**config.mk**
```make
export PLATFORM = sky130hd
export DESIGN_NAME = float_reduction_operator_alu
export DESIGN_NICKNAME = d
export VERILOG_FILES = /design/src/hw/rtl/frop_pkg.sv /design/src/hw/rtl/frop_decode.sv /design/src/hw/rtl/frop_arith.sv /design/src/hw/rtl/frop_norm.sv /design/src/hw/rtl/float_reduction_operator_alu.sv
export SDC_FILE = /design/constraint.sdc
export NUM_CORES = 2
export LEC_CHECK = 0
export BUFFER_PORTS_ARGS = -buffer_cell sky130_fd_sc_hd__buf_2
export CORE_UTILIZATION = 39
export DETAILED_ROUTE_END_ITERATION = 7
export HOLD_SLACK_MARGIN = 0.15
export PLACE_DENSITY_LB_ADDON = 0.2
export SETUP_SLACK_MARGIN = 0.3
export SYNTH_ARGS = -nofsm -noshare
export SYNTH_HDL_FRONTEND = slang
export SYNTH_HIERARCHICAL = 1
export SYNTH_SLANG_ARGS = --single-unit
```
**constraint.sdc**
```tcl
create_clock -name aclk -period 13.1 [get_ports aclk]
set_clock_uncertainty 0.1 [all_clocks]
set_input_delay 1.965 -clock aclk [delete_from_list [all_inputs] [get_ports aclk]]
set_output_delay 1.965 -clock aclk [all_outputs]
set_load 0.02 [all_outputs]
```
**src/hw/rtl/frop_pkg.sv**
```systemverilog
// Package for the float reduction operator ALU: operation codes, constants
// and the stage-to-stage record types. No dependencies.
package frop_pkg;

    typedef enum logic [3:0] {
        OP_MAX  = 4'd0,
        OP_MIN  = 4'd1,
        OP_SUM  = 4'd2,
        OP_PROD = 4'd3,
        OP_LAND = 4'd4,
        OP_BAND = 4'd5,
        OP_LOR  = 4'd6,
        OP_BOR  = 4'd7,
        OP_LXOR = 4'd8
    } op_t;

    localparam logic [31:0] ONE_BITS    = 32'h3F80_0000;
    localparam logic [31:0] DEFAULT_NAN = 32'h7FC0_0000;

    // Result kinds carried from the front stage to the back.
    typedef enum logic [2:0] {
        K_DIRECT = 3'd0,
        K_SUM    = 3'd1,
        K_PROD   = 3'd2,
        K_INT    = 3'd3,
        K_NANQ   = 3'd4
    } kind_t;

    // Stage 1 record: operands decoded.
    typedef struct packed {
        logic        last;
        kind_t       kind;
        logic [31:0] direct;
        logic        sa;
        logic        sb;
        logic [9:0]  ea;
        logic [9:0]  eb;
        logic [23:0] ma;
        logic [23:0] mb;
        logic [31:0] ival;
    } s1_t;

    // Stage 2 record: unrounded result sign, exponent and 27+ bit mantissa.
    typedef struct packed {
        logic        last;
        kind_t       kind;
        logic [31:0] direct;
        logic        sign;
        logic signed [11:0] exp;
        logic [49:0] mant;
        logic        zero;
    } s2_t;

    // Stage 3 record: normalised, ready to round.
    typedef struct packed {
        logic        last;
        kind_t       kind;
        logic [31:0] direct;
        logic        sign;
        logic signed [11:0] exp;
        logic [26:0] mant;
        logic        zero;
    } s3_t;

endpackage

```
**src/hw/rtl/frop_decode.sv**
```systemverilog
// Front stage of the float reduction operator ALU: compares, logical tests,
// integer truncation and special-case detection. Depends on frop_pkg.
module frop_decode (
    input  logic        aclk,
    input  logic        en,
    input  logic [3:0]  operation,
    input  logic [31:0] a,
    input  logic [31:0] b,
    input  logic        last,
    output frop_pkg::s1_t q_reg
);
    frop_pkg::s1_t q_next;

    function automatic logic is_nan(input logic [31:0] x);
        is_nan = (x[30:23] == 8'hFF) && (x[22:0] != 23'd0);
    endfunction

    function automatic logic is_inf(input logic [31:0] x);
        is_inf = (x[30:23] == 8'hFF) && (x[22:0] == 23'd0);
    endfunction

    function automatic logic is_zero(input logic [31:0] x);
        is_zero = (x[30:0] == 31'd0);
    endfunction

    function automatic logic [31:0] trunc_i32(input logic [31:0] x);
        logic [7:0]  e;
        logic [54:0] m;
        logic [31:0] mag;
        e = x[30:23];
        m = {31'd0, 1'b1, x[22:0]};
        mag = 32'd0;
        if (is_nan(x) || e < 8'd127) begin
            trunc_i32 = 32'd0;
        end else if (e >= 8'd158) begin
            trunc_i32 = x[31] ? 32'h8000_0000 : 32'h7FFF_FFFF;
        end else begin
            m = m << (e - 8'd127);
            mag = m[54:23];
            trunc_i32 = x[31] ? (~mag + 32'd1) : mag;
        end
    endfunction

    // Total order of non-NaN floats as sign-magnitude keys.
    function automatic logic less(input logic [31:0] x, input logic [31:0] y);
        if (is_nan(x) || is_nan(y) || (is_zero(x) && is_zero(y))) begin
            less = 1'b0;
        end else if (x[31] != y[31]) begin
            less = x[31];
        end else if (x[31]) begin
            less = x[30:0] > y[30:0];
        end else begin
            less = x[30:0] < y[30:0];
        end
    endfunction

    always_comb begin
        logic nza, nzb, nan_a, nan_b;
        nza = !is_zero(a);
        nzb = !is_zero(b);
        nan_a = is_nan(a);
        nan_b = is_nan(b);
        q_next = '0;
        q_next.last = last;
        q_next.kind = frop_pkg::K_DIRECT;
        q_next.sa = a[31];
        q_next.sb = b[31];
        q_next.ea = (a[30:23] == 8'd0) ? 10'd1 : {2'b00, a[30:23]};
        q_next.eb = (b[30:23] == 8'd0) ? 10'd1 : {2'b00, b[30:23]};
        q_next.ma = {a[30:23] != 8'd0, a[22:0]};
        q_next.mb = {b[30:23] != 8'd0, b[22:0]};
        unique case (operation) inside
            frop_pkg::OP_MAX: q_next.direct = less(b, a) ? a : b;
            frop_pkg::OP_MIN: q_next.direct = less(a, b) ? a : b;
            frop_pkg::OP_LAND: q_next.direct = (nza && nzb) ? frop_pkg::ONE_BITS : 32'd0;
            frop_pkg::OP_LOR: q_next.direct = (nza || nzb) ? frop_pkg::ONE_BITS : 32'd0;
            frop_pkg::OP_LXOR: q_next.direct = (nza != nzb) ? frop_pkg::ONE_BITS : 32'd0;
            frop_pkg::OP_BAND, frop_pkg::OP_BOR: begin
                q_next.kind = frop_pkg::K_INT;
                q_next.ival = (operation == frop_pkg::OP_BAND) ?
                              (trunc_i32(a) & trunc_i32(b)) : (trunc_i32(a) | trunc_i32(b));
            end
            frop_pkg::OP_SUM, frop_pkg::OP_PROD: begin
                q_next.kind = (operation == frop_pkg::OP_SUM) ? frop_pkg::K_SUM
                                                               : frop_pkg::K_PROD;
                if (nan_a) begin
                    q_next.kind = frop_pkg::K_NANQ;
                    q_next.direct = a | 32'h0040_0000;
                end else if (nan_b) begin
                    q_next.kind = frop_pkg::K_NANQ;
                    q_next.direct = b | 32'h0040_0000;
                end else if (operation == frop_pkg::OP_SUM) begin
                    if (is_inf(a) && is_inf(b) && (a[31] != b[31])) begin
                        q_next.kind = frop_pkg::K_NANQ;
                        q_next.direct = frop_pkg::DEFAULT_NAN;
                    end else if (is_inf(a) || is_inf(b)) begin
                        q_next.kind = frop_pkg::K_NANQ;
                        q_next.direct = is_inf(a) ? a : b;
                    end
                end else begin
                    if ((is_inf(a) && is_zero(b)) || (is_inf(b) && is_zero(a))) begin
                        q_next.kind = frop_pkg::K_NANQ;
                        q_next.direct = frop_pkg::DEFAULT_NAN;
                    end else if (is_inf(a) || is_inf(b)) begin
                        q_next.kind = frop_pkg::K_NANQ;
                        q_next.direct = {a[31] ^ b[31], 31'h7F80_0000};
                    end
                end
            end
            default: q_next.direct = 32'd0;
        endcase
    end

    always_ff @(posedge aclk) begin
        if (en) begin
            q_reg <= q_next;
        end
    end
endmodule

```
**src/hw/rtl/frop_arith.sv**
```systemverilog
// Second stage: aligned add/subtract, 24x24 multiply, or integer magnitude,
// giving an unnormalised sign, exponent and mantissa. Depends on frop_pkg.
module frop_arith (
    input  logic          aclk,
    input  logic          en,
    input  frop_pkg::s1_t d,
    output frop_pkg::s2_t q_reg
);
    frop_pkg::s2_t q_next;

    always_comb begin
        logic        swap;
        logic [9:0]  eh, el, diff;
        logic [23:0] mh, ml;
        logic        sh, sl;
        logic [49:0] big, small_v, shifted;
        logic        sticky;
        logic [31:0] mag;
        logic [47:0] prod;
        swap = {d.ea, d.ma} < {d.eb, d.mb};
        eh = swap ? d.eb : d.ea;
        el = swap ? d.ea : d.eb;
        mh = swap ? d.mb : d.ma;
        ml = swap ? d.ma : d.mb;
        sh = swap ? d.sb : d.sa;
        sl = swap ? d.sa : d.sb;
        diff = eh - el;
        big = {1'b0, mh, 25'd0};
        small_v = {1'b0, ml, 25'd0};
        shifted = (diff > 10'd49) ? 50'd0 : (small_v >> diff);
        sticky = (diff > 10'd49) ? (ml != 24'd0)
                                 : ((small_v & ~({50{1'b1}} << diff)) != 50'd0);
        shifted[0] = shifted[0] | sticky;
        mag = d.ival[31] ? (~d.ival + 32'd1) : d.ival;
        prod = d.ma * d.mb;
        q_next = '0;
        q_next.last = d.last;
        q_next.kind = d.kind;
        q_next.direct = d.direct;
        case (d.kind)
            frop_pkg::K_SUM: begin
                // Value = mant * 2^(exp - 127 - 49).
                q_next.sign = sh;
                q_next.exp = $signed({2'b00, eh}) + 12'sd1;
                q_next.mant = (sh == sl) ? (big + shifted) : (big - shifted);
                q_next.zero = (q_next.mant == 50'd0);
                if (q_next.zero) begin
                    q_next.sign = sh & sl;
                end
            end
            frop_pkg::K_PROD: begin
                q_next.sign = d.sa ^ d.sb;
                q_next.mant = {2'b00, prod};
                q_next.exp = $signed({2'b00, d.ea}) + $signed({2'b00, d.eb}) - 12'sd124;
                q_next.zero = (q_next.mant == 50'd0);
            end
            frop_pkg::K_INT: begin
                // Bit 31 of the magnitude lands on bit 49, worth 2^31.
                q_next.sign = d.ival[31];
                q_next.mant = {mag, 18'd0};
                q_next.exp = 12'sd158;
                q_next.zero = (d.ival == 32'd0);
            end
            default: q_next.zero = 1'b0;
        endcase
    end

    always_ff @(posedge aclk) begin
        if (en) begin
            q_reg <= q_next;
        end
    end
endmodule

```
**src/hw/rtl/frop_norm.sv**
```systemverilog
// Third stage: leading-one normalisation and subnormal denormalisation to a
// 27-bit mantissa with guard, round and sticky bits. Depends on frop_pkg.
module frop_norm (
    input  logic          aclk,
    input  logic          en,
    input  frop_pkg::s2_t d,
    output frop_pkg::s3_t q_reg
);
    frop_pkg::s3_t q_next;

    always_comb begin
        logic [5:0]  lz;
        logic [49:0] n;
        logic signed [11:0] e;
        logic [12:0] rsh;
        logic [49:0] dn;
        logic        st;
        lz = 6'd0;
        for (int i = 0; i < 50; i++) begin
            if (d.mant[i]) begin
                lz = 6'(49 - i);
            end
        end
        n = d.mant << lz;
        // Leading one at bit 49 means value = 1.x * 2^(e-127).
        e = d.exp - $signed({6'd0, lz});
        rsh = 13'd0;
        if (e < 12'sd1) begin
            rsh = 13'(12'sd1 - e);
            e = 12'sd0;
        end
        dn = (rsh > 13'd49) ? 50'd0 : (n >> rsh);
        st = (rsh > 13'd49) ? (n != 50'd0) : ((n & ~({50{1'b1}} << rsh)) != 50'd0);
        q_next.last = d.last;
        q_next.kind = d.kind;
        q_next.direct = d.direct;
        q_next.sign = d.sign;
        q_next.zero = d.zero;
        q_next.exp = e;
        q_next.mant = {dn[49:24], (dn[23:0] != 24'd0) | st};
    end

    always_ff @(posedge aclk) begin
        if (en) begin
            q_reg <= q_next;
        end
    end
endmodule

```
**src/hw/rtl/float_reduction_operator_alu.sv**
```systemverilog
// Float reduction operator ALU, top level: four register stages (decode,
// arithmetic, normalise, round/output). A word accepted into the decode
// register moves on through the arithmetic, normalise and round/output
// registers before it shows on m_valid. Throughput is one word per cycle,
// set by the fully pipelined stages; a stall freezes all stages together.
// Reset (aresetn low, synchronous) clears valid bits and sets operation to max.
module float_reduction_operator_alu (
    input  logic        aclk,
    input  logic        aresetn,
    input  logic        cfg_we,
    input  logic [3:0]  cfg_wdata,
    input  logic        s_valid,
    output logic        s_ready,
    input  logic [31:0] s_operand_a,
    input  logic [31:0] s_operand_b,
    input  logic        s_last_element,
    output logic        m_valid,
    input  logic        m_ready,
    output logic [31:0] m_result_bits,
    output logic        m_result_last
);
    logic [3:0] operation_reg;
    logic [3:0] vld_reg;
    logic       adv;
    frop_pkg::s1_t s1;
    frop_pkg::s2_t s2;
    frop_pkg::s3_t s3;
    logic [31:0] res_next, res_reg;
    logic        last_reg;

    // The whole pipeline moves when the output word is free or being taken.
    assign adv = !vld_reg[3] || m_ready;
    assign s_ready = adv;

    frop_decode u_dec (.aclk, .en(adv), .operation(operation_reg), .a(s_operand_a),
                       .b(s_operand_b), .last(s_last_element), .q_reg(s1));
    frop_arith u_ar (.aclk, .en(adv), .d(s1), .q_reg(s2));
    frop_norm u_nm (.aclk, .en(adv), .d(s2), .q_reg(s3));

    // Round to nearest even, then pack; an overflow of the rounded exponent
    // becomes infinity.
    always_comb begin
        logic [24:0] r;
        logic        up;
        logic [8:0]  ex;
        up = s3.mant[2] && (s3.mant[1] || s3.mant[0] || s3.mant[3]);
        r = {1'b0, s3.mant[26:3]} + {24'd0, up};
        ex = {1'b0, s3.exp[7:0]};
        if (r[24]) begin
            r = r >> 1;
            ex = ex + 9'd1;
        end else if (s3.exp == 12'sd0 && r[23]) begin
            ex = 9'd1;
        end
        case (s3.kind) inside
            frop_pkg::K_SUM, frop_pkg::K_PROD, frop_pkg::K_INT: begin
                if (s3.zero) begin
                    res_next = {s3.sign, 31'd0};
                end else if (s3.exp > 12'sd254 || ex >= 9'd255) begin
                    res_next = {s3.sign, 8'hFF, 23'd0};
                end else begin
                    res_next = {s3.sign, ex[7:0], r[22:0]};
                end
            end
            default: res_next = s3.direct;
        endcase
    end

    always_ff @(posedge aclk) begin
        if (!aresetn) begin
            operation_reg <= 4'd0;
            vld_reg <= 4'd0;
        end else begin
            if (cfg_we) begin
                operation_reg <= cfg_wdata;
            end
            if (adv) begin
                vld_reg <= {vld_reg[2:0], s_valid};
            end
        end
        if (adv) begin
            res_reg <= res_next;
            last_reg <= s3.last;
        end
    end

    assign m_valid = vld_reg[3];
    assign m_result_bits = res_reg;
    assign m_result_last = last_reg;
endmodule

```
==> out/results.tsv <==
stage	metric	value	unit
outcome	status	finished with violations	
outcome	failing checks	design-rule violations	
placement	Placer Congestion	1.02	
timing	Period minus WS final	11.55	ns
global_route	vias in the first global route	59600	
timing	Final Max Slew Viols	0	
global_route	global-route met3 utilization	0.0507	
setup_path	reg2reg start	u_dec/q_reg[45]	
route	drc violations	4	
die	io pins	109	
setup_path	worst r2r dst	u_ar/q_reg[63]	
synthesis	Cells after Synth	7645	
die	DIE AREA	165000	µm²
clock_network	hold buffers post-CTS	0	
timing	Slew headroom	0.0631	
global_route	global route hottest layer	met2	
setup_path	CP max stage cell	edfxtp_1	
timing	Worst Tran Pin Value	1.40	ns
synthesis	Yosys warning count	6	
clock_network	Clock Path Buffers	3	
setup_path	Setup crit end	u_ar/q_reg[63]	
setup_path	Worst Path Max Fanout	33	
setup_path	Critical Path Sink Type	register	
synthesis	synthesized area	63800	µm²
die	std cell rows	148	
synthesis	asr flop ratio synth	0	
clock_network	clock sink count	352	
route	Routed Antenna Nets	0	
layout	flip-flop count of the largest register after layout	134	
global_route	GRT met1 Usage	0.450	
timing	Final Hold Viols	0	
global_route	met2 Use GR	0.493	
die	Initial Util	0.393	
route	routed vias/inst	6.36	
synthesis	sequential area share after synthesis	0.164	
clock_network	Worst-Skew Late Latency	0.66	ns
clock_network	Inserted Clock Buffers	45	
setup_path	crit path launch	u_dec/q_reg[45]	
clock_network	H-tree depth	2	
route	Iter 0 DRT Violations	7614	
synthesis	Synth cell types	150	
setup_path	CP Launch Type	register	
setup_path	CP max stage delay	1.20	ns
global_route	GRT Overall Usage	0.328	
setup_path	Reg2Reg Setup Slack	1.55	ns
synthesis	Top FF cell, synth	edfxtp_1	
synthesis	syn avg cell area	8.35	µm²
setup_path	Crit path max-delay family	simple AND/OR/NAND/NOR gates	
placement	DP Wirelength	211000	µm
synthesis	number of synthesized flops with an enable pin	344	
timing	Final Cycle Share	0.881	
job	maximum capacitance violations	0	
global_route	first-pass GRT wire length	406000	µm
setup_path	Req. time, crit path	13.34	ns
die	Core Footprint	163000	µm²
route	DR vias	61400	
clock_network	Post-CTS Resized	0	
hold_path	class of the most critical hold timing path	reg2reg	
clock_network	CTS tree	built	
setup_path	R2R cell count	43	
clock_network	Worst-path clk slew	0.07	ns
setup_path	Crit path buffers/inverters	3	
setup_path	critical path arrival	11.78	ns
clock_network	Post-CTS Setup Bufs	0	
setup_path	WP depth	43	
global_route	largest net degree at the start of global routing	85	
clock_network	Root Driver	clkbuf_16	
placement	PortBufs	108	
route	Post-Route WL	276000	µm
global_route	GRT overflow	0	
timing	RSZ-0062 raised after global routing	no	
timing	Fin Setup TNS	0	ns
layout	nets	8342	
layout	share of post-route cells with drive strength above 1	0.0888	
synthesis	Yosys reg bits	352	
global_route	antenna violations before repair	13	
layout	area grow syn2layout	5.80	%
timing	# setup viols final	0	
die	Die H	407	µm
timing	fmax	0.0866	GHz
route	Detailed Routing Iterations Pass 1	8	
route	WL per Instance	28.7	µm
die	Chip Width	407	µm
setup_path	critical path class	reg2reg	
metal layers:
metal  wire length, µm  vias to the layer above
met5                96                        -
met4             17100                       14
met3             22500                      658
met2            118000                     3263
met1            118000                    30400
li1                  -                    27000
synth_stat cells, drive strengths merged (60+ instances only):
library cell,number,area [µm²]
xor2,79,707
a21oi,422,2160
nor2,480,1820
fa,485,9710
and2,599,3750
o211ai,85,678
o21ai,337,1770
o31ai,60,460
xnor2,115,1020
buf,154,1020
a211oi,136,1080
o221ai,76,672
inv,761,2860
nand2b,61,382
a31oi,75,488
a21o,80,608
nor4,94,659
nor3,193,997
nand2,567,2130
a22oi,67,503
ha,355,4440
mux2i,235,2400
clkbuf,385,1450
nand3,198,1020
nand4,106,691
edfxtp,344,10300
o22ai,97,626
cell type report:
| type | instances | area (µm²) |
|---|---|---|
| Fill cell | 16600 | 95100 |
| Tap cell | 2175 | 2720 |
| Sequential cell | 352 | 10500 |
| Inverter | 766 | 2880 |
| Clock buffer | 48 | 1140 |
| Timing Repair Buffer | 276 | 1800 |
| Clock inverter | 34 | 422 |
| Multi-Input combinational cell | 5987 | 48100 |
| Antenna cell | 5 | 12.5 |
cell families (layout without fill, tap and decap cells):
kind of cell | Yosys count | count (layout) | synth area share
xor gates and xnor gates | 194 | 194 | 0.0271
buffers and inverters | 1309 | 1124 | 0.0843
adders and majority gates | 864 | 864 | 0.226
DFF | 352 | 352 | 0.164
and+or+nand+nor | 2607 | 2607 | 0.214
muxes | 338 | 338 | 0.0646
other | 2 | 10 | 0.000118
AOI/OAI and AO/OA | 1979 | 1979 | 0.220
metrics by stage:
stage,setup slack [ns],util,std cells,instance area (µm²),hold WS [ns]
floorplan,3.01,-,7648,63800,0.300
global placement,2.11,0.406,9556,66000,0.301
detailed placement,1.87,0.406,9556,66000,0.305
CTS,1.81,0.415,9638,67500,0.313
global route,0.893,0.415,9639,67500,0.321
finish,1.55,0.415,9643,67500,0.312
worst reg2reg max path: cells and delay by family (launching register included):
kind,cells,cell delay [ns]
xor gates and xnor gates,1,0.21
muxes,2,0.71
AOI/OAI and AO/OA,17,2.99
buffers and inverters,3,0.34
adders and majority gates,4,0.97
and+or+nand+nor,16,4.70
DFF,1,1.20
worst min path at each step:
| stage | from | to | slack (ns) | depth (start not counted) |
|---|---|---|---|---|
| 2_1_floorplan | u_nm/q_reg[76] | m_result_last | 0.30 | 0 |
| 3_3_place_gp | u_ar/q_reg[97] | u_nm/q_reg[74] | 0.30 | 0 |
| 3_5_place_dp | u_dec/q_reg[102] | u_ar/q_reg[64] | 0.31 | 0 |
| 4_1_cts | u_ar/q_reg[91] | u_nm/q_reg[68] | 0.31 | 0 |
| 5_1_grt | u_dec/q_reg[102] | u_ar/q_reg[64] | 0.32 | 0 |
| 6_report | u_ar/q_reg[91] | u_nm/q_reg[68] | 0.31 | 0 |
layout by cell type (no fill, tap or decap), types with 77 or more instances in the layout:
master    Yosys  final
nand4_1     103    103
nand2_1     565    565
mux2i_1     228    228
o22ai_1      94     94
o21ai_0     303    301
inv_1       756    756
nor3_1      188    187
xnor2_1     113    113
a211oi_1    128    127
nor2_1      476    474
nand3_1     193    193
edfxtp_1    344    344
buf_2        81    108
a21oi_1     414    414
o211ai_1     77     77
fa_1        485    485
ha_1        355    353
and2_1      596    596
nor4_1       84     83
a21o_1       79     79
buf_4        26    168
xor2_1       77     77
Power is left out: the tool's default activity adds up to more than one toggle a clock period on the data nets, which glitch-free logic cannot reach.
